==> src/rtl/fpl_pkg.sv <==
// ----------------------------------------------------------------------------
// Five-point Laplacian stencil: shared package
// Register indexes, field widths and the result tag that travels between the
// stencil window and the scaling pipeline.
// ----------------------------------------------------------------------------
package fpl_pkg;

    localparam int GRID_SIZE_W = 9;
    localparam int SCALE_W     = 32;
    localparam int CFG_IDX_W   = 2;
    localparam int CFG_DATA_W  = 32;
    localparam int COORD_W     = 8;
    localparam int FRAC_W      = 16;
    localparam int GRID_RESET  = 16;

    localparam logic [SCALE_W-1:0]   SCALE_RESET        = 32'h0001_0000;
    localparam logic [CFG_IDX_W-1:0] REG_GRID_SIZE      = 2'd0;
    localparam logic [CFG_IDX_W-1:0] REG_COMBINED_SCALE = 2'd1;

    typedef struct packed {
        logic               done;
        logic               last;
        logic [COORD_W-1:0] row;
        logic [COORD_W-1:0] col;
    } t_res_meta;

endpackage

==> src/rtl/fpl_scale.sv <==
// ----------------------------------------------------------------------------
// Scaling pipeline
// Magnitude, split Q16.16 multiply, round half away from zero, saturate,
// and the result register.
// ----------------------------------------------------------------------------
module fpl_scale
    import fpl_pkg::*;
#(
    parameter  int DATA_WIDTH = 32,
    localparam int ACC_W      = DATA_WIDTH + 4,
    localparam int MAG_W      = DATA_WIDTH + 3,
    localparam int PP_W       = MAG_W + FRAC_W,
    localparam int SUM_W      = MAG_W + SCALE_W + 1,
    localparam int RND_W      = SUM_W - FRAC_W
) (
    input  logic                  i_clk,
    input  logic                  i_rst_n,
    input  logic [SCALE_W-1:0]    i_scale,
    input  logic                  i_valid,
    output logic                  o_ready,
    input  logic signed [ACC_W-1:0] i_acc,
    input  t_res_meta             i_meta,
    output logic                  o_valid,
    input  logic                  i_ready,
    output logic [DATA_WIDTH-1:0] o_value,
    output logic                  o_overflow,
    output t_res_meta             o_meta
);

    localparam logic [RND_W-1:0]      LIM_NEG = RND_W'({1'b1, {(DATA_WIDTH-1){1'b0}}});
    localparam logic [RND_W-1:0]      LIM_POS = LIM_NEG - RND_W'(1);
    localparam logic [DATA_WIDTH-1:0] VAL_MIN = {1'b1, {(DATA_WIDTH-1){1'b0}}};
    localparam logic [DATA_WIDTH-1:0] VAL_MAX = {1'b0, {(DATA_WIDTH-1){1'b1}}};
    localparam logic [SUM_W-1:0]      HALF    = SUM_W'(1) << (FRAC_W - 1);

    logic w_rdy_a, w_rdy_m, w_rdy_p, w_rdy_o;

    logic                    r_a_v;
    logic signed [ACC_W-1:0] r_a_acc;
    t_res_meta               r_a_meta;

    logic             r_m_v, r_m_neg;
    logic [MAG_W-1:0] r_m_mag;
    t_res_meta        r_m_meta;
    logic             w_neg;
    logic [MAG_W-1:0] w_mag;

    logic            r_p_v, r_p_neg;
    logic [PP_W-1:0] r_p_hi, r_p_lo;
    t_res_meta       r_p_meta;

    logic                  r_o_v, r_o_ovf;
    logic [DATA_WIDTH-1:0] r_o_value;
    t_res_meta             r_o_meta;

    logic [SUM_W-1:0]      w_sum;
    logic [RND_W-1:0]      w_rnd;
    logic                  w_ovf;
    logic [DATA_WIDTH-1:0] w_value;

    assign w_rdy_o = !r_o_v || i_ready;
    assign w_rdy_p = !r_p_v || w_rdy_o;
    assign w_rdy_m = !r_m_v || w_rdy_p;
    assign w_rdy_a = !r_a_v || w_rdy_m;
    assign o_ready = w_rdy_a;

    assign w_neg = r_a_acc[ACC_W-1];
    assign w_mag = MAG_W'(w_neg ? -r_a_acc : r_a_acc);

    assign w_sum = (SUM_W'(r_p_hi) << FRAC_W) + SUM_W'(r_p_lo) + HALF;
    assign w_rnd = w_sum[SUM_W-1:FRAC_W];
    assign w_ovf = w_rnd > (r_p_neg ? LIM_NEG : LIM_POS);

    always_comb begin
        if (w_ovf) begin
            w_value = r_p_neg ? VAL_MIN : VAL_MAX;
        end else if (r_p_neg) begin
            w_value = -DATA_WIDTH'(w_rnd);
        end else begin
            w_value = DATA_WIDTH'(w_rnd);
        end
    end

    always_ff @(posedge i_clk) begin
        if (!i_rst_n) begin
            r_a_v <= 1'b0;
            r_m_v <= 1'b0;
            r_p_v <= 1'b0;
            r_o_v <= 1'b0;
        end else begin
            if (w_rdy_a) begin
                r_a_v <= i_valid;
            end
            if (w_rdy_m) begin
                r_m_v <= r_a_v;
            end
            if (w_rdy_p) begin
                r_p_v <= r_m_v;
            end
            if (w_rdy_o) begin
                r_o_v <= r_p_v;
            end
        end
    end

    always_ff @(posedge i_clk) begin
        if (w_rdy_a && i_valid) begin
            r_a_acc  <= i_acc;
            r_a_meta <= i_meta;
        end
        if (w_rdy_m && r_a_v) begin
            r_m_mag  <= w_mag;
            r_m_neg  <= w_neg;
            r_m_meta <= r_a_meta;
        end
        if (w_rdy_p && r_m_v) begin
            r_p_hi   <= PP_W'(r_m_mag) * PP_W'(i_scale[SCALE_W-1:FRAC_W]);
            r_p_lo   <= PP_W'(r_m_mag) * PP_W'(i_scale[FRAC_W-1:0]);
            r_p_neg  <= r_m_neg;
            r_p_meta <= r_m_meta;
        end
        if (w_rdy_o && r_p_v) begin
            r_o_value <= w_value;
            r_o_ovf   <= w_ovf;
            r_o_meta  <= r_p_meta;
        end
    end

    assign o_valid    = r_o_v;
    assign o_value    = r_o_value;
    assign o_overflow = r_o_ovf;
    assign o_meta     = r_o_meta;

    a_clamp_value: assert property (@(posedge i_clk) disable iff (!i_rst_n)
        (r_o_v && r_o_ovf) |-> ((r_o_value == VAL_MIN) || (r_o_value == VAL_MAX)))
        else $error("overflow flagged on unclamped value");

    a_done_is_last: assert property (@(posedge i_clk) disable iff (!i_rst_n)
        (r_o_v && r_o_meta.done) |-> r_o_meta.last)
        else $error("final point not last of its run");

    a_product_held: assert property (@(posedge i_clk) disable iff (!i_rst_n)
        (r_p_v && r_o_v && !i_ready) |=> (r_p_v && $stable(r_p_hi) && $stable(r_p_lo)))
        else $error("product stage lost while stalled");

endmodule

==> config.mk <==
export PLATFORM = sky130hd
export DESIGN_NAME = fpl_scale
export DESIGN_NICKNAME = d
export VERILOG_FILES = /design/src/rtl/fpl_pkg.sv /design/src/rtl/fpl_scale.sv
export SDC_FILE = /design/constraint.sdc
export NUM_CORES = 2
export LEC_CHECK = 0
export ABC_AREA = 1
export BUFFER_PORTS_ARGS = -buffer_cell sky130_fd_sc_hd__buf_2
export CAP_MARGIN = 20
export CORE_ASPECT_RATIO = 0.75
export CORE_MARGIN = 3
export CORE_UTILIZATION = 67
export CTS_BUF_LIST = sky130_fd_sc_hd__clkbuf_8
export DETAILED_ROUTE_END_ITERATION = 8
export GPL_TIMING_DRIVEN = 0
export HOLD_SLACK_MARGIN = 0.08
export PLACE_DENSITY = 0.87
export RECOVER_POWER = 25
export SLEW_MARGIN = 0
export SYNTH_ARGS = -nofsm -noshare
export SYNTH_HDL_FRONTEND = slang
export SYNTH_SLANG_ARGS = --single-unit
==> constraint.sdc <==
create_clock -name i_clk -period 8.8 [get_ports i_clk]
set_clock_uncertainty 0.1 [all_clocks]
set_input_delay 1.32 -clock i_clk [delete_from_list [all_inputs] [get_ports i_clk]]
set_output_delay 1.32 -clock i_clk [all_outputs]
set_load 0.01 [all_outputs]
**Word-level counts from Yosys, hierarchy flattened**

Index checks and enable logic that the tools add are counted.

- Output and inout bits: 53
- Register bits after elaboration: 284
- Bits of input ports: 90

- Multiplexer cells: 5
- Reductions and logical operators: 12
- Multipliers: 2
- Magnitude comparators: 1
- Add/subtract/negate cells: 4

Operators by type and width:

| cell | count |
|---|---|
| 32-bit 2-to-1 mux | 4 |
| 35-bit by 16-bit multiplier with 51-bit output | 2 |
| 67-bit by 51-bit adder with 68-bit output | 1 |
| 68-bit by 16-bit adder with 68-bit output, second input constant | 1 |
| 52-bit by 32-bit greater-than comparator with 1-bit output | 1 |
| 35-bit 2-to-1 mux | 1 |
| 35-bit negation | 1 |
| 32-bit negation | 1 |
| 1-bit logical AND | 4 |
| 1-bit zero test | 4 |
| 1-bit logical OR | 4 |

**Depth between registers and ports, before layout**

- Depth in word-level cells: 6
- Depth in mapped cells: 30

**Worst setup path after synthesis**

Ideal clock, no wire load.

- Path kind: input to register
- Start: input i_scale[15]
- End: register r_p_lo[50] (data pin)
- Data required time: 8.438 ns
- Stages on the path: 23
- Data arrival time: 6.739 ns
- Buffers on the path: 2
- Path slack: 1.699 ns
- Path through: clkbuf_1 > clkbuf_1 > nand2_1 > fa_1 > fa_1 > inv_1 > fa_1 > fa_1 > fa_1 > inv_1 > fa_1 > inv_1 > ha_1 > nand2_1 > nor2_1 > inv_1 > o21ai_0 > nand2_1 > o211ai_1 > a21oi_1 > o21ai_0 > a21oi_1 > xor2_1

- Cells in the longest elaborated chain, start to end: 1

Ends and longest elaborated chain:

| item | line | text |
|---|---|---|
| from (decl) | fpl_scale.sv:18 | `input logic [SCALE_W-1:0] i_scale,` |
| 35-bit by 16-bit multiplier with 51-bit output | fpl_scale.sv:118 | `r_p_lo <= PP_W'(r_m_mag) * PP_W'(i_scale[FRAC_W-1:0]);` |
| to (signal assigned) | fpl_scale.sv:118 |  |
| to (decl) | fpl_scale.sv:49 | `logic [PP_W-1:0] r_p_hi, r_p_lo;` |

No other way between the ends.
A chain may end at the register's enable or synchronous reset.

**Worst setup path in the final report**

- Start: input i_scale[8]
- End: register r_p_lo[48] (data pin)

Same word-level chain as after synthesis.

==> impl_results.md <==
* Die Y at 245 um
* Crit-path slowest cell: clkdlybuf4s15_1
* I/O pins at 143
* Hold EP: o_meta[5]$_DFFE_PP_
* FMAX at 118 MHz
* Met3 routed WL at 31200 um
* Most numerous cell in the Yosys netlist: nand2_1
* Hold path startpoint: r_p_meta[5]$_DFFE_PP_
* Clock sinks at 269
* Port bufs at 110
* Post-DP HPWL at 140000 um
* Uppermost layer routed: met5
* Required time worst endpoint at 9.07 ns
* Critical path, cell by cell: clkdlybuf4s15_1 > clkbuf_1 > nand2_1 > fa_1 > inv_1 > fa_1 > fa_1 > fa_1 > fa_1 > fa_1 > ha_1 > a21oi_1 > inv_1 > a31oi_1 > o21ai_0 > a31oi_1 > nand2_1 > a21boi_0 > o21ai_0 > xor2_1
* Grt total ovfl at 0
* Setup crit end kind: flop
* Status: complete, but fails checks
* CTS buffer count at 45
* Pre-antenna DRT Iters at 8
* Antenna violations before repair at 13
* Top_reg_cell synth: edfxtp_1
* Final ANT Viol Nets at 0
* First-pass GRT wire length at 258000 um
* R2R cell count at 23
* Fillers at 6015
* Post-synthesis cell area at 51200 sq um
* Mapped Avg Cell Area at 7.84 sq um
* Full die area at 79800 sq um
* Root Driver: clkbuf_8
* Metal-1 WL at 61900 um
* Failing checks: max-capacitance violations, max-slew violations
* Post-synth EDFFs at 265
* Area after DPL at 53100 sq um
* PostCTS Resize Cnt at 0
* Largest area contributor in the netlist: fa_1
* Max clock buf depth at 3
* Commonest cells in the synthesized netlist: 1896 x nand2_1, 1809 x inv_1, 920 x fa_1, 312 x ha_1, 284 x nor2_1
* Core ar. at 75400 sq um
* YS warnings at 0
* Setup-failing EPs final at 0
* Initial core utilization at 67.8%
* Rel. slew slack at -42.4%
* Worst slack, placed at -0.147 ns
* Clk_lat worst skew at 0.68 ns
* Worst path arrival time at 8.78 ns
* Worst Hold Class: reg -> reg
* Startpoint class of the critical path: input port
* Reg-to-Reg End: r_p_lo[48]$_DFFE_PP_
* Crit Path Max Fanout at 10
* Min Tclk post-route at 8.51 ns
* Setup slack, reg-to-reg at 0.78 ns
* Nets@finish at 8008
* CTS tree: done
* Total setup buffers inserted after CTS at 0
* CP Class: in -> reg
* Period utilization at 96.7%
* Slew Viols, Final at 38
* Cells after synthesis at 6524
* H-tree depth at 2
* DIE WIDTH at 325 um
* Maximum number of pins on one net before global-route repair at 79
* Area Growth Syn to Fin at 5.51%
* Post-synthesis net count at 7846
* Wire per inst at 21.9 um
* DRC violations left at 0
* Launch point of the worst reg-to-reg path: r_m_mag[15]$_DFFE_PP_
* Sequential area share after synthesis at 15.7%
* Fin. Hold Viols at 0
* Critical Path Source: i_scale[8]
* RePlAce Congestion at 1.05
* CTS clk-pin slew, worst paths at 0.07 ns
* Most common cell on crit path: fa_1
* GR Util All Layers at 43.3%
* Top cell type's share of synthesized area at 36.0%
* Setup TNS at 0 ns
* Asr flop ratio synth at 0%
* Vias post-DR at 44870
* Via/cell ratio at 5.79
* RSZ-0062 raised after global routing: false
* Post-synthesis cell type count at 47
* Cell area after layout at 54000 sq um
* Hold Crit Depth at 0
* Final worst slack at 0.293 ns
* Number of hold buffers added after cts at 0
* Met2 routed wirelength at 67300 um
* Row count at 87
* Max-cap check violation count at 2
* Layout cells sized above 1 at 3.47%
* Final WL at 170000 um
* Worst-Margin Slew at 2.14 ns
* Slowest stage delay, CP at 0.74 ns
* Ranking of synthesized cells by area: fa_1 36%, edfxtp_1 16%, nand2_1 14%, inv_1 13%, ha_1 7.6%
* Synthesized flop and latch total at 269
* Vias in the first global route at 44430
* DRT iter0 DRCs at 6051
-- area by class of cell --
| cell class | instances | area [sq um] | area share, % |
|---|---|---|---|
| Multi-Input combinational cell | 4195 | 35400 | 65.5 |
| Sequential cell | 269 | 8040 | 14.9 |
| Inverter | 1815 | 6810 | 12.6 |
| Tap cell | 1023 | 1280 | 2.37 |
| Buffer | 245 | 983 | 1.82 |
| Clock buffer | 48 | 661 | 1.22 |
| Timing Repair Buffer | 115 | 649 | 1.20 |
| Clock inverter | 28 | 184 | 0.341 |
| Antenna cell | 8 | 20.0 | 0.0371 |
-- state kept, by name, indices dropped and copies added (netlist names) --
name,flops
r_p_v,1
o_overflow,1
r_p_lo,36
r_p_neg,1
r_p_meta,18
r_a_v,1
r_m_meta,18
o_value,32
r_a_acc,36
o_valid,1
r_p_hi,51
r_m_mag,35
r_a_meta,18
r_m_v,1
r_m_neg,1
o_meta,18
-- layout by cell type, fill, tap and decap left out, drive strengths merged, types with 10 or more instances in the layout --
cell type / n
clkinv: 15
nand2: 1914
nand3: 139
buf: 121
inv: 1822
nand4: 38
xnor2: 48
nand3b: 10
clkbuf: 284
edfxtp: 265
fa: 920
ha: 312
a31oi: 32
o21a: 16
nor2: 294
nor3: 25
a21oi: 192
o21ai: 105
xor2: 94
-- worst max-delay path: cells and delay by family --
kind	cells	cell delay, ns
compound gates	6	1.27
fa+ha+maj	7	3.70
simple gates	2	0.34
xor+xnor	1	0.61
buf+inv	4	1.51
-- how the worst max path moves through the flow --
stage                     slack, ns                   end  cells past startpoint
after CTS                      0.51  r_p_lo[50]$_DFFE_PP_                     21
final                          0.29  r_p_lo[48]$_DFFE_PP_                     20
after detailed placement      -0.15  r_p_hi[44]$_DFFE_PP_                     22
after floorplan                1.70  r_p_lo[50]$_DFFE_PP_                     23
after global routing           0.14  r_p_lo[50]$_DFFE_PP_                     23
after global placement        -0.21  r_p_lo[50]$_DFFE_PP_                     23
-- layer usage --
metal / track usage, % / up-vias
met5: 0 / -
met4: 19.4 / 18
met3: 18.5 / 607
met2: 60.4 / 3547
met1: 59.1 / 21422
li1: - / 19276
-- per-stage QoR --
stage | instances | util (%) | hold slack (ns)
2_1_floorplan | 6524 | - | 0.300
3_3_place_gp | 7657 | 70.3 | 0.301
3_5_place_dp | 7662 | 70.4 | 0.305
4_1_cts | 7738 | 71.6 | 0.305
5_1_grt | 7740 | 71.6 | 0.311
6_report | 7746 | 71.6 | 0.309
-- logic make-up after synthesis --
logic type / count (synthesis) / synth area share (%)
fa+ha+maj: 1232 / 43.6
simple gates: 2437 / 18.9
compound gates: 384 / 4.13
xor+xnor: 142 / 2.43
flops: 269 / 15.7
buf+inv: 2060 / 15.2
Power is left out: the tool's default activity adds up to more than one toggle a clock period on the data nets, which glitch-free logic cannot reach.
